[src/hdl/prs_pkg.sv]
// Shared types and constants for the pointer relocation scanner.
package prs_pkg;

  localparam int unsigned DEFAULT_TABLE_DEPTH = 4096;
  localparam int unsigned WORD_W              = 64;
  localparam int unsigned PAIRS_W             = 13;
  localparam int unsigned TOTAL_W             = 32;
  localparam int unsigned CFG_IDX_W           = 3;

  typedef enum logic [1:0] {
    ACT_CLEAR  = 2'd0,
    ACT_APPEND = 2'd1,
    ACT_SCAN   = 2'd2,
    ACT_NONE   = 2'd3
  } action_e;

  typedef enum logic [2:0] {
    ST_UNCHANGED = 3'd0,
    ST_REPLACED  = 3'd1,
    ST_PROTECTED = 3'd2,
    ST_STORED    = 3'd3,
    ST_SKIPPED   = 3'd4,
    ST_FULL      = 3'd5,
    ST_ORDER     = 3'd6,
    ST_CLEARED   = 3'd7
  } status_e;

  typedef enum logic [CFG_IDX_W-1:0] {
    REG_GA_START = 3'd0,
    REG_GA_END   = 3'd1,
    REG_GB_START = 3'd2,
    REG_GB_END   = 3'd3,
    REG_GC_START = 3'd4,
    REG_GC_END   = 3'd5
  } cfg_idx_e;

  typedef struct packed {
    logic [WORD_W-1:0] old_ptr;
    logic [WORD_W-1:0] new_ptr;
  } pair_t;

endpackage

[src/hdl/prs_guard.sv]
// Protected window registers and registered address-in-window check.
module prs_guard import prs_pkg::*; (
  input  logic                 clk_i,
  input  logic                 rst_ni,
  input  logic                 cfg_we_i,
  input  logic [CFG_IDX_W-1:0] cfg_idx_i,
  input  logic [WORD_W-1:0]    cfg_wdata_i,
  input  logic [WORD_W-1:0]    addr_i,
  output logic                 prot_o
);

  logic [WORD_W-1:0] ga_start_q, ga_end_q;
  logic [WORD_W-1:0] gb_start_q, gb_end_q;
  logic [WORD_W-1:0] gc_start_q, gc_end_q;
  logic              prot_d, prot_q;

  always_ff @(posedge clk_i or negedge rst_ni) begin
    if (!rst_ni) begin
      ga_start_q <= '0;
      ga_end_q   <= '0;
      gb_start_q <= '0;
      gb_end_q   <= '0;
      gc_start_q <= '0;
      gc_end_q   <= '0;
    end else if (cfg_we_i) begin
      unique case (cfg_idx_i)
        REG_GA_START: ga_start_q <= cfg_wdata_i;
        REG_GA_END:   ga_end_q   <= cfg_wdata_i;
        REG_GB_START: gb_start_q <= cfg_wdata_i;
        REG_GB_END:   gb_end_q   <= cfg_wdata_i;
        REG_GC_START: gc_start_q <= cfg_wdata_i;
        REG_GC_END:   gc_end_q   <= cfg_wdata_i;
        default: ;
      endcase
    end
  end

  assign prot_d = (addr_i >= ga_start_q && addr_i < ga_end_q) ||
                  (addr_i >= gb_start_q && addr_i < gb_end_q) ||
                  (addr_i >= gc_start_q && addr_i < gc_end_q);

  always_ff @(posedge clk_i or negedge rst_ni) begin
    if (!rst_ni) begin
      prot_q <= 1'b0;
    end else begin
      prot_q <= prot_d;
    end
  end

  assign prot_o = prot_q;

endmodule

[config.mk]
export PLATFORM = sky130hd
export DESIGN_NAME = prs_guard
export DESIGN_NICKNAME = d
export VERILOG_FILES = /design/src/hdl/prs_pkg.sv /design/src/hdl/prs_guard.sv
export SDC_FILE = /design/constraint.sdc
export NUM_CORES = 1
export LEC_CHECK = 0
export BUFFER_PORTS_ARGS = -buffer_cell sky130_fd_sc_hd__buf_2
export CORE_MARGIN = 8
export CORE_UTILIZATION = 33
export CTS_BUF_LIST = sky130_fd_sc_hd__clkbuf_4 sky130_fd_sc_hd__clkbuf_8 sky130_fd_sc_hd__clkbuf_16
export CTS_CLUSTER_DIAMETER = 30
export DETAILED_ROUTE_END_ITERATION = 6
export SETUP_SLACK_MARGIN = 0.3
export SYNTH_ARGS = -nofsm -noshare
export SYNTH_HDL_FRONTEND = slang
export SYNTH_SLANG_ARGS = --single-unit
[constraint.sdc]
create_clock -name clk_i -period 2.75 [get_ports clk_i]
set_input_delay 0.1375 -clock clk_i [delete_from_list [all_inputs] [get_ports clk_i]]
set_output_delay 0.1375 -clock clk_i [all_outputs]
set_load 0.1 [all_outputs]
=== Word-level counts from Yosys, hierarchy flattened ===
Cells that the tools add are included.

* Eq/ne operators: 5
* Order comparisons: 6
* Reductions and logical operators: 12

{| class="wikitable"
|+ Operators with widths
! kind !! count
|-
| >= comparator 64 bit || 3
|-
| < comparator 64 bit || 3
|-
| AND reduction 2 bit || 6
|-
| == test 3 x 2 -> 1 bit (second input constant) || 2
|-
| == test 3 bit (second input constant) || 2
|-
| == test 3 x 1 -> 1 bit (second input constant) || 1
|-
| logical AND 1 bit || 3
|-
| zero test 3 bit || 1
|-
| logical OR 1 bit || 2
|}

* Output and inout bits: 1
* Input port bits: 134
* Logic and storage cells: 30
* Flip-flop bits (word level): 385

=== Depth between registers and ports, before layout ===
* Depth in word-level cells: 4
* Mapped depth: 10
* Mapped depth without buffers: 10

=== Worst setup path after synthesis ===
No wires, ideal clock.

* Path kind: reg-to-reg
* From: register gb_start_q[0]
* To: register prot_q, in the netlist prot_o
* Data required time: 2.615 ns
* Cell stages (with the launch flop): 10
* Clock period less this slack: 2.222 ns
* Path buffers: 0
* Arrival: 2.087 ns
* Library setup time: 0.135 ns
* Setup slack: 0.528 ns
* Path through: dfrtp_1 > ha_1 > nand2b_4 > a2111oi_2 > nor4_1 > or4b_1 > a31oi_1 > o21bai_1 > a31oi_1 > o211ai_1

* Cells in the longest elaborated chain, start to end: 4

{| class="wikitable"
|+ RTL lines
! what !! RTL line !! source
|-
| start, declared || prs_guard.sv:13 || <nowiki>logic [WORD_W-1:0] gb_start_q, gb_end_q;</nowiki>
|-
| start signal, assigned || prs_guard.sv:29 || <nowiki>REG_GB_START: gb_start_q <= cfg_wdata_i;</nowiki>
|-
| >= comparator 64 bit || prs_guard.sv:39 || <nowiki>(addr_i >= gb_start_q && addr_i < gb_end_q) ||</nowiki>
|-
| logical AND 1 bit || prs_guard.sv:39 ||
|-
| logical OR 1 bit || prs_guard.sv:38 || <nowiki>assign prot_d = (addr_i >= ga_start_q && addr_i < ga_end_q) ||</nowiki>
|-
| logical OR 1 bit || prs_guard.sv:39 ||
|-
| net prot_d || prs_guard.sv:15 || <nowiki>logic prot_d, prot_q;</nowiki>
|-
| end signal, assigned || prs_guard.sv:46 || <nowiki>prot_q <= prot_d;</nowiki>
|-
| end, declared || prs_guard.sv:15 ||
|}

The timed path passes the listed nets, and every way through them passes these cells.
A chain may end at the register's enable or synchronous reset.

=== Final worst setup path ===
* From: register ga_end_q[63]
* To: register prot_q, in the netlist prot_o

* Cells in the longest elaborated chain, start to end: 4

{| class="wikitable"
|+ RTL lines
! what !! RTL line !! source
|-
| start, declared || prs_guard.sv:12 || <nowiki>logic [WORD_W-1:0] ga_start_q, ga_end_q;</nowiki>
|-
| start signal, assigned || prs_guard.sv:28 || <nowiki>REG_GA_END: ga_end_q <= cfg_wdata_i;</nowiki>
|-
| < comparator 64 bit || prs_guard.sv:38 ||
|-
| logical AND 1 bit || prs_guard.sv:38 ||
|-
| logical OR 1 bit || prs_guard.sv:38 ||
|-
| logical OR 1 bit || prs_guard.sv:39 ||
|-
| net prot_d || prs_guard.sv:15 ||
|}

The timed path passes the listed nets, and every way through them passes these cells.

==> results.txt <==
antenna violations before repair -> 4
CTS tree -> built
xor/xnor cell area share of the yosys netlist -> 0
area growth from synthesis to layout -> 29.3%
fmax -> 413 MHz
Skew-Pair Late Insertion Delay -> 0.64 ns
largest family of logic cells by synthesized area -> adder cells
CP arrival -> 2.93 ns
Max-Cap Viols -> 0
# IOs -> 135
Max stage delay cell, worst path -> nor4_1
Syn Inst Count -> 2418
clk slew on worst S/H paths -> 0.04 ns
WL/cell -> 16.6 um
Die Wd -> 280 um
NumNets Final -> 3210
largest net degree at the start of global routing -> 74
number of detailed-route iterations in the first pass -> 5
crit-path most repeated cell -> o211ai_1
endpoint class of the critical path -> flip-flop
Design Power -> 25700 uW
Buffers & Inverters on Critical Path -> 1
post-synthesis compound-gate area fraction -> 0.142
VDD IR max -> 485 uV
final wirelength -> 61.7 mm
Crit path max-delay family -> simple AND/OR/NAND/NOR gates
H-tree depth -> 3
mapped cell area -> 23100 um2
crit share post-route -> 0.881
CP Cell Sequence -> inv_1, ha_1, nand4_1, nor4_1, o21ai_0, o211a_1, o211ai_1, o211ai_1
critical-path maximum fanout -> 2
Async SR Flop Fraction -> 1.00
#FFs+latches synth -> 385
Worst-Margin Slew -> 0.916 ns
Setup TNS -> 0 ns
clk sinks -> 385
status -> complete, no violations
clk_skew -> 0.0275 ns
LEAKAGE -> 0.0146 uW
critical path data required time -> 3.26 ns
max-slew violation count -> 0
CP Launch Type -> flip-flop
Avg Vias per Cell -> 4.75
DRC -> 0
minimum clock period -> 2.42 ns
first-pass GRT wire length -> 100 mm
GRT Overall Usage -> 0.160
Post-synth top flop -> dfrtp_1
Hold Vio Cnt, Final -> 0
count of final setup violators -> 0
Largest stage delay, worst path -> 0.67 ns
layout cells sized above 1 -> 0.186
Hold Path Class -> input port to asynchronous set/reset pin
initial cell density of the core -> 0.331
sequential area share after synthesis -> 0.417
pwr/cell area -> 860 nW/um2
number of global-route vias before repair -> 18400
GRT overflow -> 0
Root Buffer -> clkbuf_16
DRT iter0 DRCs -> 866
flop-to-flop setup slack -> 0.33 ns
port buffer count -> 134
Post-Synth Adder-Cell Area -> 0.207
TritonCTS Buffers -> 103
Die Y-Extent -> 280 um
Post-synth EDFFs -> 0
number of core rows -> 97
RSZ-0062 raised after global routing -> true
clock buffer depth -> 3
CP Class -> flip-flop to flip-flop
post-synthesis net count -> 2933
YS warnings -> 0
CORE AREA -> 69700 um2
simple-gate area share of the yosys netlist -> 0.0966
max_slew headroom -> 0.387
post-synth cell types -> 49
via count -> 17700
global placement routability congestion -> 0.835
Post-DRT Antenna Nets -> 0
final-layout fill cell count -> 6634
mux contribution to synthesized area -> 0.0644
Mean Syn Cell Area -> 9.55 um2
DIE AREA -> 78700 um2
DPL Wire Length -> 44.5 mm
## registers in the layout, summed over array words and instances (netlist names)
name        cells
gc_start_q     64
ga_start_q     64
gb_start_q     64
gc_end_q       64
prot_o          1
ga_end_q       64
gb_end_q       64
## stage by stage
step                      hold slack, ns  instances  instance area (um2)  setup slack [ns]  utilization
after floorplan                   -0.158       2418                23100             0.528            -
after global placement             0.160       3461                25200             0.116        0.361
after detailed placement           0.149       3461                25200             0.139        0.361
after CTS                        0.00654       3726                29800             0.302        0.428
after global routing              0.0525       3728                29900             0.212        0.429
final                             0.0372       3728                29900             0.328        0.429
## power breakdown
group | total (uW) | leakage (uW) | switching, uW | internal, uW
logic | 5300 | 0.00806 | 3000 | 2300
clock network | 13100 | 0.00191 | 3830 | 9270
registers | 7280 | 0.00467 | 397 | 6880
## cells in the final DEF (no fill, tap or decap), types with 6 or more instances in the layout
| cell type | n |
|---|---|
| bufinv_16 | 19 |
| clkbuf_8 | 16 |
| nor2_1 | 41 |
| nand4_1 | 64 |
| o21ai_0 | 307 |
| nand3_1 | 21 |
| buf_2 | 133 |
| nor3_1 | 10 |
| buf_4 | 25 |
| clkinv_4 | 6 |
| a211oi_1 | 11 |
| clkbuf_16 | 104 |
| o211ai_1 | 9 |
| a221oi_1 | 7 |
| dfrtp_1 | 385 |
| ha_1 | 381 |
| a21oi_1 | 122 |
| clkinvlp_4 | 9 |
| nor4_1 | 6 |
| buf_12 | 12 |
| inv_1 | 382 |
| dlygate4sd3_1 | 69 |
| clkbuf_4 | 12 |
| nand2_1 | 321 |
| a21o_1 | 76 |
| clkinv_2 | 24 |
| mux2_2 | 132 |
## repair_timing
action                                 4_1_cts  5_1_grt
setup endpoints to repair                    1        1
buffers inserted                             0        0
pin swaps                                    6        2
hold buffers                                69        0
endpoints found under the hold margin      637        0
gates resized for setup                     13        8
## cell families (layout without fill, tap and decap cells)
kind of cell / after synthesis / after routing
DFF: 385 / 385
buffers and inverters: 450 / 818
and+or+nand+nor: 497 / 497
muxes: 132 / 132
other: 0 / 2
AOI/OAI and AO/OA: 573 / 573
adders and majority gates: 381 / 381
## final cells by class
type	count	area (um2)	share of cell area
Multi-Input combinational cell	1583	11900	0.399
Sequential cell	385	9630	0.323
Clock buffer	132	2910	0.0976
Timing Repair Buffer	240	1800	0.0603
Inverter	382	1430	0.0480
Tap cell	940	1180	0.0394
Clock inverter	64	981	0.0329
Antenna cell	2	5.00	0.000168
## worst paths after layout
kind	start	to	cells past startpoint
hold reg to reg	gb_end_q[13]$_DFFE_PN0P_	gb_end_q[13]$_DFFE_PN0P_	1
min in group clk_i	cfg_idx_i[1]	gb_start_q[3]$_DFFE_PN0P_	4
hold / removal	rst_ni	gc_end_q[47]$_DFFE_PN0P_	2
max in group asynchronous	rst_ni	gb_start_q[62]$_DFFE_PN0P_	3
setup reg to reg	ga_end_q[63]$_DFFE_PN0P_	prot_o$_DFF_PN0_	8
setup / recovery	ga_end_q[63]$_DFFE_PN0P_	prot_o$_DFF_PN0_	8
## cells in the mapped netlist (21+ instances only)
master,n,area [um2]
mux2_2,132,1490
nor2_1,41,154
inv_1,382,1430
nand3_1,21,105
a21o_1,76,571
nand2_1,321,1200
ha_1,381,4770
dfrtp_1,385,9630
nand4_1,64,400
clkbuf_1,57,214
o21ai_0,309,1550
a21oi_1,124,621
## metal layers
metal / routed length [um] / vias up / GRT usage / part of all wire
li1: - / 8920 / - / -
met1: 28500 / 8333 / 0.210 / 0.46
met2: 28600 / 324 / 0.261 / 0.46
met3: 2730 / 120 / 0.0287 / 0.044
met4: 1930 / 4 / 0.0635 / 0.031
met5: 26 / - / 0 / 0.00042
(Power assumes the default switching activity.)
