## src/hdl/prs_pkg.sv

```systemverilog
// Shared types and constants for the pointer relocation scanner.
package prs_pkg;

  localparam int unsigned DEFAULT_TABLE_DEPTH = 4096;
  localparam int unsigned WORD_W              = 64;
  localparam int unsigned PAIRS_W             = 13;
  localparam int unsigned TOTAL_W             = 32;
  localparam int unsigned CFG_IDX_W           = 3;

  typedef enum logic [1:0] {
    ACT_CLEAR  = 2'd0,
    ACT_APPEND = 2'd1,
    ACT_SCAN   = 2'd2,
    ACT_NONE   = 2'd3
  } action_e;

  typedef enum logic [2:0] {
    ST_UNCHANGED = 3'd0,
    ST_REPLACED  = 3'd1,
    ST_PROTECTED = 3'd2,
    ST_STORED    = 3'd3,
    ST_SKIPPED   = 3'd4,
    ST_FULL      = 3'd5,
    ST_ORDER     = 3'd6,
    ST_CLEARED   = 3'd7
  } status_e;

  typedef enum logic [CFG_IDX_W-1:0] {
    REG_GA_START = 3'd0,
    REG_GA_END   = 3'd1,
    REG_GB_START = 3'd2,
    REG_GB_END   = 3'd3,
    REG_GC_START = 3'd4,
    REG_GC_END   = 3'd5
  } cfg_idx_e;

  typedef struct packed {
    logic [WORD_W-1:0] old_ptr;
    logic [WORD_W-1:0] new_ptr;
  } pair_t;

endpackage

```

## src/hdl/prs_ctrl.sv

```systemverilog
// Request sequencer: table load, range check and lower-bound search.
module prs_ctrl import prs_pkg::*; #(
  parameter int unsigned TABLE_DEPTH = DEFAULT_TABLE_DEPTH,
  parameter int unsigned IDX_W       = (TABLE_DEPTH > 1) ? $clog2(TABLE_DEPTH) : 1,
  parameter int unsigned CNT_W       = $clog2(TABLE_DEPTH + 1)
) (
  input  logic               clk_i,
  input  logic               rst_ni,
  input  logic               start,
  output logic               busy,
  input  logic [1:0]         action_i,
  input  logic [WORD_W-1:0]  old_pointer_i,
  input  logic [WORD_W-1:0]  new_pointer_i,
  input  logic [WORD_W-1:0]  word_address_i,
  input  logic [WORD_W-1:0]  word_value_i,
  output logic [WORD_W-1:0]  addr_o,
  input  logic               prot_i,
  output logic               we_o,
  output logic [IDX_W-1:0]   waddr_o,
  output pair_t              wpair_o,
  output logic [IDX_W-1:0]   raddr_o,
  input  pair_t              rpair_i,
  output logic               done_o,
  output logic [WORD_W-1:0]  word_result_o,
  output logic [2:0]         status_o,
  output logic [TOTAL_W-1:0] replaced_total_o,
  output logic [PAIRS_W-1:0] pairs_held_o
);

  typedef enum logic [3:0] {
    S_IDLE  = 4'b0001,
    S_RANGE = 4'b0010,
    S_STEP  = 4'b0100,
    S_CHECK = 4'b1000
  } state_e;

  localparam logic [CNT_W-1:0] DEPTH_CNT = CNT_W'(TABLE_DEPTH);

  state_e              state_d, state_q;
  logic [WORD_W-1:0]   key_d, key_q;
  logic [WORD_W-1:0]   addr_d, addr_q;
  logic [CNT_W-1:0]    lo_d, lo_q, hi_d, hi_q, mid_d, mid_q;
  logic [CNT_W-1:0]    count_d, count_q;
  logic [WORD_W-1:0]   lowest_d, lowest_q, highest_d, highest_q;
  logic [TOTAL_W-1:0]  rc_d, rc_q;
  logic                done_d, done_q;
  logic [WORD_W-1:0]   result_d, result_q;
  status_e             status_d, status_q;
  logic                accept;
  logic [CNT_W-1:0]    rd_idx, nlo, nhi;
  logic [CNT_W:0]      sum;
  logic [CNT_W+PAIRS_W-1:0] count_ext;

  assign accept = start && (state_q == S_IDLE);
  assign busy   = (state_q != S_IDLE);

  always_comb begin
    state_d   = state_q;
    key_d     = key_q;
    addr_d    = addr_q;
    lo_d      = lo_q;
    hi_d      = hi_q;
    mid_d     = mid_q;
    count_d   = count_q;
    lowest_d  = lowest_q;
    highest_d = highest_q;
    rc_d      = rc_q;
    done_d    = 1'b0;
    result_d  = result_q;
    status_d  = status_q;
    we_o      = 1'b0;
    rd_idx    = mid_q;
    nlo       = lo_q;
    nhi       = hi_q;
    sum       = '0;

    unique case (state_q)
      S_IDLE: begin
        if (accept) begin
          unique case (action_e'(action_i))
            ACT_CLEAR: begin
              count_d   = '0;
              lowest_d  = '1;
              highest_d = '0;
              rc_d      = '0;
              done_d    = 1'b1;
              result_d  = '0;
              status_d  = ST_CLEARED;
            end
            ACT_APPEND: begin
              done_d   = 1'b1;
              result_d = '0;
              if (old_pointer_i == '0 || old_pointer_i == new_pointer_i) begin
                status_d = ST_SKIPPED;
              end else if (count_q == DEPTH_CNT) begin
                status_d = ST_FULL;
              end else if (count_q != '0 && old_pointer_i < highest_q) begin
                // highest old value is the last one stored, as loads are ordered
                status_d = ST_ORDER;
              end else begin
                status_d = ST_STORED;
                we_o     = 1'b1;
                count_d  = count_q + CNT_W'(1);
                if (old_pointer_i < lowest_q) begin
                  lowest_d = old_pointer_i;
                end
                if (old_pointer_i > highest_q) begin
                  highest_d = old_pointer_i;
                end
              end
            end
            ACT_SCAN: begin
              key_d   = word_value_i;
              addr_d  = word_address_i;
              state_d = S_RANGE;
            end
            default: begin
              done_d   = 1'b1;
              result_d = word_value_i;
              status_d = ST_UNCHANGED;
            end
          endcase
        end
      end
      S_RANGE: begin
        if (count_q == '0 || key_q < lowest_q || key_q > highest_q) begin
          done_d   = 1'b1;
          result_d = key_q;
          status_d = ST_UNCHANGED;
          state_d  = S_IDLE;
        end else begin
          lo_d    = '0;
          hi_d    = count_q;
          rd_idx  = count_q >> 1;
          mid_d   = rd_idx;
          state_d = S_STEP;
        end
      end
      S_STEP: begin
        if (rpair_i.old_ptr < key_q) begin
          nlo = mid_q + CNT_W'(1);
        end else begin
          nhi = mid_q;
        end
        lo_d = nlo;
        hi_d = nhi;
        sum  = {1'b0, nlo} + {1'b0, nhi};
        if (nlo < nhi) begin
          rd_idx = sum[CNT_W:1];
          mid_d  = rd_idx;
        end else begin
          rd_idx  = nlo;
          state_d = S_CHECK;
        end
      end
      S_CHECK: begin
        done_d  = 1'b1;
        state_d = S_IDLE;
        if (lo_q < count_q && rpair_i.old_ptr == key_q) begin
          if (prot_i) begin
            result_d = key_q;
            status_d = ST_PROTECTED;
          end else begin
            result_d = rpair_i.new_ptr;
            status_d = ST_REPLACED;
            if (rc_q != '1) begin
              rc_d = rc_q + TOTAL_W'(1);
            end
          end
        end else begin
          result_d = key_q;
          status_d = ST_UNCHANGED;
        end
      end
      default: state_d = S_IDLE;
    endcase
  end

  always_ff @(posedge clk_i or negedge rst_ni) begin
    if (!rst_ni) begin
      state_q   <= S_IDLE;
      count_q   <= '0;
      lowest_q  <= '1;
      highest_q <= '0;
      rc_q      <= '0;
      done_q    <= 1'b0;
    end else begin
      state_q   <= state_d;
      count_q   <= count_d;
      lowest_q  <= lowest_d;
      highest_q <= highest_d;
      rc_q      <= rc_d;
      done_q    <= done_d;
    end
  end

  always_ff @(posedge clk_i) begin
    key_q    <= key_d;
    addr_q   <= addr_d;
    lo_q     <= lo_d;
    hi_q     <= hi_d;
    mid_q    <= mid_d;
    result_q <= result_d;
    status_q <= status_d;
  end

  assign waddr_o         = count_q[IDX_W-1:0];
  assign wpair_o.old_ptr = old_pointer_i;
  assign wpair_o.new_ptr = new_pointer_i;
  assign raddr_o         = rd_idx[IDX_W-1:0];
  assign addr_o          = addr_q;

  assign count_ext        = {{PAIRS_W{1'b0}}, count_q};
  assign done_o           = done_q;
  assign word_result_o    = result_q;
  assign status_o         = status_q;
  assign replaced_total_o = rc_q;
  assign pairs_held_o     = count_ext[PAIRS_W-1:0];

endmodule
```

## config.mk

```make
export PLATFORM = sky130hd
export DESIGN_NAME = prs_ctrl
export DESIGN_NICKNAME = d
export VERILOG_FILES = /design/src/hdl/prs_pkg.sv /design/src/hdl/prs_ctrl.sv
export SDC_FILE = /design/constraint.sdc
export NUM_CORES = 1
export LEC_CHECK = 0
export BUFFER_PORTS_ARGS = -buffer_cell sky130_fd_sc_hd__buf_2
export CAP_MARGIN = 20
export CORE_AREA = 2 2 283 285
export CTS_CLUSTER_DIAMETER = 60
export DETAILED_ROUTE_END_ITERATION = 12
export DIE_AREA = 0 0 285 287
export SLEW_MARGIN = 40
export SYNTH_ARGS = -nofsm -noshare
export SYNTH_HDL_FRONTEND = slang
export SYNTH_SLANG_ARGS = --single-unit
```

## constraint.sdc

```tcl
create_clock -name clk_i -period 10 [get_ports clk_i]
set_clock_uncertainty 0.15 [all_clocks]
set_input_delay 2.5 -clock clk_i [delete_from_list [all_inputs] [get_ports clk_i]]
set_output_delay 2.5 -clock clk_i [all_outputs]
set_load 0.02 [all_outputs]
```

# Word-level counts from Yosys, hierarchy flattened

Index checks and enable logic that the tools add are counted.

Register bits: 412
Bits of input ports: 390
Output and inout port bits: 331
Word-level logic and storage cells: 139

Add/sub/neg operators: 4
Magnitude comparators: 8
Equality and inequality tests: 27
Multiplexer cells: 63
Reductions and logical operators: 24

Operators by type and width:

| operator                | count |
|---|---|
| $mux W64                | 12 |
| $pmux W64 S2            | 3 |
| $lt A64 B64 Y1          | 4 |
| $pmux W64 S3            | 1 |
| $mux W32                | 5 |
| $mux W13                | 11 |
| $eq A64 B64 Y1          | 2 |
| $gt A64 B64 Y1          | 2 |
| $pmux W13 S2            | 4 |
| $logic_not A64 Y1       | 1 |
| $pmux W32 S2            | 1 |
| $add A32 B1 Y32 const B | 1 |
| $ne A32 B32 Y1 const B  | 1 |
| $ne A2 B2 Y1 const B    | 14 |
| $add A13 B1 Y13 const B | 2 |
| $lt A13 B13 Y1          | 2 |
| $pmux W12 S2            | 1 |
| $mux W3                 | 7 |
| $pmux W3 S3             | 2 |
| $add A13 B13 Y14        | 1 |
| $reduce_and A7 Y1       | 2 |
| $eq A13 B13 Y1 const B  | 1 |
| $logic_not A13 Y1       | 1 |
| $reduce_bool A13 Y1     | 1 |
| 24 further kinds        | 44 |

# Logic depth before layout (Yosys ltp)

Gate-level depths: netlist (run 1).

Word-level depth: 8
Depth in mapped cells: 25

# Worst setup path after synthesis (run 1)

Ideal clock, no wire load.

Path type: input -> output
From: input port rpair_i[110] in the netlist's numbering
To: output port raddr_o[11]
Arrival time: 6910 ps
Setup slack: 440 ps
Stages on the path: 23
Path buffers: 3
Cell sequence: ha_1 -> a21oi_1 -> nand2_1 -> a221o_1 -> o31a_1 -> nor4_4 -> buf_4 -> buf_2 -> buf_2 -> nand2_1 -> o21ai_0 -> inv_1 -> ha_1 -> o21a_1 -> o21ai_0 -> nand2b_1 -> a21o_1 -> a21o_1 -> a22oi_1 -> a21oi_1 -> a31oi_1 -> xnor2_1 -> o211ai_1

Longest elaborated chain between the ends: 6

RTL lines:

| element                                            | line                             | text |
|---|---|---|
| start, declared                                    | prs_ctrl.sv:22                   | `input pair_t rpair_i,` |
| $lt A64 B64 Y1 (*)                                 | prs_ctrl.sv:140                  | `if (rpair_i.old_ptr < key_q) begin` |
| $mux W13                                           | prs_ctrl.sv:140                  |  |
| $mux W13                                           | prs_ctrl.sv:77                   | `unique case (state_q)` |
| $add A13 B13 Y14 or $lt A13 B13 Y1 (tied branches) | prs_ctrl.sv:147, prs_ctrl.sv:148 |  |
| $mux W12 (*)                                       | prs_ctrl.sv:148                  | `if (nlo < nhi) begin` |
| $pmux W12 S2 (*)                                   | prs_ctrl.sv:77                   |  |
| end, declared                                      | prs_ctrl.sv:21                   | `output logic [IDX_W-1:0] raddr_o,` |

Every way passes the cells marked *; elsewhere a longest branch is shown, timed or not. The select of a mux whose other input is x is not followed.

# Worst setup path after layout (run 1)

From: input port rpair_i[95] in the netlist's numbering
To: output port raddr_o[10]

The elaborated chain is that of the path after synthesis.

==> flow_results.org, run 1 <==
** Run status
- Result of the run :: finished, final reports clean

** Floorplanning
- Total number of placement rows :: 103
- 721 I/O pins were placed.
- In this run the standard cell core region covers 78600 um2.
- For this configuration, the core starts out at a cell density of 36.1%.
- The die is 285 um wide.
- Area of the die :: 81800 um2
- The floorplan step set the die height to 287 um.

** Placement
- Cell Count Post-Placement :: 4424
- Global placement routability congestion :: 0.927
- IO Port Bufs :: 720
- Detailed placement ended at an HPWL of 94300 um.

** Global routing
- Global-route wire length before repair :: 171000 um
- Entering global routing, the biggest net connects 72 pins.
- The total overflow left after global routing is 0.
- GRT Total Usage :: 28.7%
- The initial antenna violation count was 14.
- The via count of the first global-routing pass is 24.0k.

** STA
- The final hold violation count came to 0.
- FMAX :: 102 MHz
- Max-slew violations :: 0
- Share of the clock period used by the worst path after layout :: 97.6%
- Setup repair after global routing left no endpoint under its margin.
- Least-Margin Pin Slew :: 0.922 ns
- The clock period could shrink to 9.76 ns.
- Slew headroom :: 37.9%
- Summed over all failing endpoints, the final setup total negative slack is 0 ns.
- Setup violations remaining at the end of the flow were counted as 0.

** Job
- The tool flagged a number of max-cap violations equal to 0.

** Logic synthesis
- Most used DFF post-synth :: edfxtp_1
- Sequential fraction of the synthesis area :: 40.8%
- EDFF count, synth :: 234
- Cell types with the largest area share after synthesis :: edfxtp_1 (25%), ha_1 (16%), dfrtp_1 (10%), dfstp_2 (6.0%), inv_1 (4.1%)
- The Yosys step of the flow raised 0 warnings.
- After Yosys synthesis, full adders, half adders and majority gates account for 15.7% of the synthesized area.
- In this run, distinct cell masters in the synthesized netlist total 76.
- Number of nets produced by synthesis :: 3525
- Share of synthesized cell area in and, or, nand and nor gates :: 12.2%
- The synthesized netlist devotes 15.0% of its cell area to compound gates.
- In the synthesized netlist the async set-or-reset flop fraction comes to 43.2%.
- The cell area that synthesis handed to floorplanning was 28300 um2.
- In the synthesized netlist, the cells that appear most often are ha_1 (356), inv_1 (313), edfxtp_1 (234).
- After synthesis, the largest family of logic cells by area is adder cells.
- Post-synthesis cell count :: 2779
- Of the post-synthesis cell area, the part taken by muxes is 3.87%.
- In this run the biggest area consumer among cell types represents 24.8% of the synthesized area.
- Average footprint of a synthesized cell :: 10.2 um2
- After synthesis the netlist holds a flip-flop and latch count of 412.
- The most common cell in the synthesized netlist is ha_1.
- Of the total synthesized cell area, the portion taken by XOR and XNOR cells is 2.97%.
- edfxtp_1 takes more of the synthesized area than any other cell.

** Final layout
- Relative to the synthesized area, the layout overhead comes to 22.9%.
- For this run, the share of the core covered by cells in the final layout is 44.3%.
- Post-layout nets :: 4183
- Cells with a size suffix above 1 make up 29.9% of the layout.
- Leaving out filler cells and counting taps, the final layout contains 4542.

** Power
- For this design the ratio of total power to cell area is 175 nW/um2.
- Cell leakage power :: 16.5 nW
- Maximum VDD drop :: 0.100 mV

** CTS
- Num CTS Buffers :: 57
- After clock tree synthesis, the clock-pin slew on the worst setup and hold paths is 0.06 ns.
- The H-tree generated during clock tree synthesis spans 2 levels.
- In this run, post-CTS hold repair placed 0 buffers.
- At the later pin of the worst-skew pair, clock insertion delay measures 0.65 ns.
- TritonCTS clock tree :: built
- The tree is rooted in a clkbuf_16.
- No sink is reached through more buffers than the 3 on the longest clock path.
- Counting every sink on the clock net gives 412.

** Route
- The first detailed-routing pass ran for 9 iterations.
- Starting DRC count in detailed routing :: 2155
- Highest signal layer in the routed design :: met5
- After detailed routing, the number of remaining DRC violations is 0.
- Total wire length :: 121000 um
- ANT nets after route :: 0
- Met3 WL :: 9790 um
- After detailed routing, the met2 layer carries 57000 um of wire.
- Vias per Instance :: 5.51
- The routed layout has 25.0k vias.
- Post-route met1 wirelength :: 50400 um
- Wirelength per Cell :: 26.6 um

** Setup path
- Data on the critical path arrives at its endpoint at 7.11 ns.
- FF-to-FF path depth :: 26
- Element type at the critical path end :: primary output
- The worst setup path is launched from an input port.
- Setup Crit Path Kind :: input port to primary output
- Of all nets on the critical path, the largest fanout is 7.
- Required @ worst endpoint :: 7.35 ns

** Worst hold path
- The worst hold path belongs to the class flip-flop to flip-flop.
- Worst hold path stage count :: 2
## cell type report
cell class	count	area [um2]
multi-input cells	1814	14300
clock buffers	71	1550
clock inverters	37	395
inverters	313	1180
fillers	7620	43800
repair buffers	839	4580
flip-flops and latches	412	11600
diodes	6	15.0
well taps	1050	1310
## path summary, 6_finish.rpt
kind / slack [ns] / start / endpoint
max: 0.24 / rpair_i[95] / raddr_o[10]
min: 0.39 / lowest_q[7] / lowest_q[7]
max reg2reg: 4.36 / key_q[8] / mid_q[1]
min reg2reg: 0.39 / lowest_q[7] / lowest_q[7]
max in group asynchronous: 6.65 / rst_ni / done_o
min in group asynchronous: 1.77 / rst_ni / highest_q[19]
## state kept, by name (all words and copies together), names as in the netlist, 3 cells and up
register          count
replaced_total_o     32
word_result_o        64
state_q               4
status_o              3
key_q                64
lowest_q             64
pairs_held_o         13
lo_q                 13
mid_q                13
addr_o               64
highest_q            64
hi_q                 13
## worst max-delay path, cell delays in order
cell and delay (ns):
buf_2 0.11, ha_1 0.32, nand4_1 0.20, nor4_4 0.39
buf_4 0.18, nand4_1 0.10, buf_4 0.17, a31oi_1 0.13
buf_4 0.14, nor4_4 0.04, buf_12 0.17, buf_4 0.15
o21ai_0 0.25, inv_1 0.08, ha_1 0.22, a2111oi_0 0.46
buf_4 0.19, nand2_1 0.05, mux2i_1 0.17, buf_4 0.17
nor4_2 0.05, and3_1 0.17, a211oi_2 0.29, o211ai_1 0.18
buf_2 0.20
## per-stage QoR
| step | power [mW] | area [um2] | setup slack, ns | hold WS [ns] |
|---|---|---|---|---|
| after CTS | 6.13 | 34700 | 0.0564 | 0.393 |
| after global routing | 6.44 | 34800 | 0.0103 | 0.411 |
| final | 6.10 | 34900 | 0.237 | 0.392 |
| after detailed placement | 4.00 | 32700 | -0.152 | 0.378 |
| after global placement | 3.96 | 32700 | -0.535 | 0.368 |
| after floorplan | 3.38 | 28300 | 0.440 | 0.349 |
## cells by family (layout without fill, tap and decap cells)
logic type,Yosys count,after routing
and+or+nand+nor,646,646
AOI/OAI and AO/OA,607,607
buffers and inverters,553,1260
DFF,412,412
adders and majority gates,356,356
muxes,109,109
xor gates and xnor gates,96,96
other,0,6
## layout by cell type (no fill, tap or decap), drive strengths merged, types with 72 or more instances in the layout
| cell type | instances |
|---|---|
| buf | 838 |
| a21o | 92 |
| dfrtp | 113 |
| xnor2 | 87 |
| nand2 | 171 |
| nand4 | 88 |
| mux2i | 104 |
| inv | 321 |
| a21oi | 134 |
| ha | 356 |
| clkbuf | 72 |
| edfxtp | 234 |
| o21ai | 106 |
| nor2 | 76 |
## power breakdown
group	switching [mW]	internal [mW]
combinational	1.09	0.725
sequential	0.0974	2.07
clock	0.871	1.24
total	2.06	4.04
## timing repair
item / 4_1_cts / 5_1_grt
buffers inserted: 1 / 1
setup endpoints to repair: 10 / 12
pin swaps: 2 / 5
gates resized for setup: 5 / 8
## routing by layer
metal	vias to the layer above	track usage [%]
li1	11500	-
met1	12300	37.5
met2	1029	47.9
met3	174	6.28
met4	8	7.43
met5	-	0
Power figures use the tool's default switching activity.
==> inputs of run 2 (changes only) <==
--- a/config.mk
+++ b/config.mk
@@ -7,10 +7,11 @@
 export LEC_CHECK = 0
 export BUFFER_PORTS_ARGS = -buffer_cell sky130_fd_sc_hd__buf_2
 export CAP_MARGIN = 20
-export CORE_AREA = 2 2 283 285
+export CORE_AREA = 2 2 278 280
 export CTS_CLUSTER_DIAMETER = 60
 export DETAILED_ROUTE_END_ITERATION = 12
-export DIE_AREA = 0 0 285 287
+export DIE_AREA = 0 0 280 282
+export RECOVER_POWER = 25
 export SLEW_MARGIN = 40
 export SYNTH_ARGS = -nofsm -noshare
 export SYNTH_HDL_FRONTEND = slang
==> run 2 against run 1 <==
Against the previous run:
- the flow now finishes with violations (max-capacitance violations, max-slew violations)
- flip-flop and latch count unchanged
- count of clock-buffer cells in the layout up 6
- register-to-register slack worse by 0.23 ns
- power up 1.2%
- highest routed layer unchanged
- sequential share of layout area about the same
- critical endpoint is now raddr_o[11]
==> flow_results.org, run 2 (synthesis results as in run 1) <==
** CTS
- CTS saw 412 sinks.
- Hold-fix buffers at CTS :: 0
- TritonCTS built the clock tree.
- Worst-Skew Late Latency :: 0.66 ns
- No sink is reached through more buffers than the 3 on the longest clock path.
- The clock tree synthesis step divided the H-tree into 2 levels.
- In this run the clock root is driven by a clkbuf_16.
- Clock-pin slew was measured on the worst setup and hold paths at 0.06 ns.
- Clock tree synthesis inserted a total of 60 buffers.

** Placement
- IO Port Bufs :: 720
- Global placement routability congestion :: 0.980
- Once detailed placement completed, the half-perimeter wirelength came to 95400 um.
- Cell Count Post-Placement :: 4360

** Setup path
- In this run the worst setup path begins at rpair_i[93].
- Largest incremental delay on the critical path :: 0.52 ns
- The worst setup path is of the input port to primary output kind.
- Data on the critical path arrives at its endpoint at 7.15 ns.
- At the worst endpoint, the required time is 7.35 ns.
- Element type at the critical path end :: primary output
- In this run the critical register-to-register path is launched from key_q[30].
- Cell family contributing the most delay on the critical path :: buffers and inverters
- STA classifies the critical path startpoint as an input port.
- Reg-to-reg setup timing slack :: 4.13 ns
- In this run the worst path has a maximum fanout of 17.
- Worst path buffer plus inverter count :: 10
- Counting stages on the worst path, the most repeated cell is buf_4.
- Slowest stage cell, crit path :: nor4_4
- The worst register-to-register path has a depth of 27.
- Endpoint of the worst register-to-register path :: mid_q[11]

** Worst hold path
- Worst hold path stage count :: 2
- Hold crit path type :: flip-flop to flip-flop
- Destination of the worst hold path :: highest_q[55]
- Worst Min Path Start :: highest_q[55]

** Power
- Combinational share of power :: 29.4%
- The internal power of the cells totals 4.10 mW.
- Cell leakage power :: 16.4 nW
- Dividing total power by cell area gives a power density of 177 nW/um2.
- IR analysis of the VDD net gives a maximum drop of 0.141 mV.
- Of the total power, the share spent switching nets is 33.7%.
- Switching component of the power :: 2.08 mW
- Sequential share of power :: 35.3%
- Sum of internal, switching and leakage power :: 6.18 mW
- Part of the power in the clock network :: 35.4%

** Final layout
- Final instance count without filler cells :: 4491
- Area Growth Syn to Fin :: 22.9%
- In the layout the commonest cells are buf_2 (662), ha_1 (356), inv_1 (312).
- Fill cells in the final layout number 7280.
- FF+latch area :: 11600 um2
- In the final layout, the multi-input gates occupy 14300 um2.
- Most common cell after layout, fill and taps aside :: buf_2
- In the final layout, the share of cells above drive strength 1 is 28.6%.
- Post-layout nets :: 4196

** STA
- Share of the clock period used by the worst path after layout :: 98.0%
- Setup violations remaining at the end of the flow were counted as 0.
- Max-slew violations :: 183
- The final hold violation count is 0.
- Slew headroom :: -234%
- For the pin with the worst max-slew slack, the measured transition is 5.01 ns.
- After layout, the minimum clock period comes to 9.80 ns.
- Static timing analysis puts the maximum clock frequency at 102 MHz.

** Run status
- Result of the run :: finished with violations
- Violations in the final reports :: max-capacitance violations, max-slew violations

** Global routing
- Initial antenna violation count :: 21
- Largest net degree at the start of global routing :: 95
- The via count of the first global-routing pass was 24.2k.
- Global-route wire length before repair :: 170000 um
- Gr ovfl total :: 0
- GRT Total Usage :: 29.9%

** Floorplanning
- After floorplanning, the core was sized to cover 75700 um2.
- The floorplan step set the die width to 280 um.
- IO Count :: 721
- For this configuration, the core starts out at a cell density of 37.5%.
- The floorplan step set the die height to 282 um.
- The die covers 79000 um2.
- The floorplan has 101 rows.

** Route
- The final layout contains routed wiring with a total length of 122000 um.
- Post-route DRC :: 0
- Total number of vias :: 25.2k
- ANT nets after route :: 0
- Starting DRC count in detailed routing :: 2496
- The first detailed-routing pass ran for 10 iterations.
- After detailed routing, the average wire length per cell comes to 27.1 um.
- Using the TritonRoute via totals, the vias-per-cell ratio works out to 5.61.

** Job
- Across the run, the number of max-cap violations was 3.
## run 2: cell type report
cell class                      instances  share of cell area (%)
Multi-Input combinational cell       1814                    41.0
Sequential cell                       412                    33.2
Clock buffer                           77                    4.70
Tap cell                              978                    3.51
Clock inverter                         37                    1.13
Inverter                              313                    3.37
Antenna cell                           11                  0.0790
Timing Repair Buffer                  849                    13.0
## run 2: power groups by stage
stage	registers (mW)	clock network, mW	logic (mW)
after floorplan	2.22	0	1.16
after global placement	2.20	0	1.75
after detailed placement	2.21	0	1.79
after CTS	2.18	2.22	1.80
after global routing	2.20	2.28	2.02
final	2.18	2.19	1.81
## run 2: worst max-delay path by stage
| stage | end | slack, ns | cells after the start |
|---|---|---|---|
| after CTS | raddr_o[9] | 0.003 | 22 |
| after detailed placement | raddr_o[9] | -0.33 | 24 |
| after floorplan | raddr_o[11] | 0.44 | 23 |
| after global routing | raddr_o[10] | -0.06 | 26 |
| after global placement | raddr_o[9] | -0.68 | 20 |
| final | raddr_o[11] | 0.20 | 27 |
## run 2: routing by layer
layer	part of all wire, %	GRT usage, %
met5	0.069	0
met4	4.1	11.5
met3	9.0	7.56
met2	46	48.1
met1	41	38.7
## run 2: worst reg2reg max path, stage by stage (launching register included)
cell      delay [ns]
edfxtp_1        0.55
inv_1           0.09
ha_1            0.31
nand4_1         0.19
nor4_4          0.52
nand4_1         0.14
buf_4           0.19
a31oi_1         0.15
buf_4           0.17
nor4_4          0.06
buf_6           0.18
buf_6           0.16
buf_12          0.16
mux2i_2         0.21
inv_1           0.07
ha_1            0.32
inv_1           0.05
a21oi_1         0.14
o21bai_1        0.08
a21oi_1         0.15
o21bai_1        0.08
a21oi_1         0.14
o21bai_1        0.10
a21oi_1         0.18
nand3_1         0.12
buf_4           0.18
buf_4           0.14
nand2_1         0.50
## run 2: repair_timing
| item | in CTS | in global routing |
|---|---|---|
| gates resized for setup | 5 | 17 |
| buffers inserted | 0 | 4 |
| pin swaps | 1 | 5 |
| endpoints found under the setup margin | 12 | 12 |
| endpoints found under the hold margin | 0 | 0 |
## run 2: stage by stage
stage | util (%) | instance area, um2 | setup TNS (ns) | hold slack [ns] | worst slack [ns]
4_1_cts | 46.0 | 34800 | 0 | 0.392 | 0.00338
3_5_place_dp | 43.2 | 32700 | -2.45 | 0.382 | -0.327
5_1_grt | 46.0 | 34800 | -0.118 | 0.412 | -0.0605
3_3_place_gp | 43.1 | 32700 | -6.50 | 0.369 | -0.684
2_1_floorplan | - | 28300 | 0 | 0.349 | 0.440
6_report | 46.0 | 34800 | 0 | 0.388 | 0.205
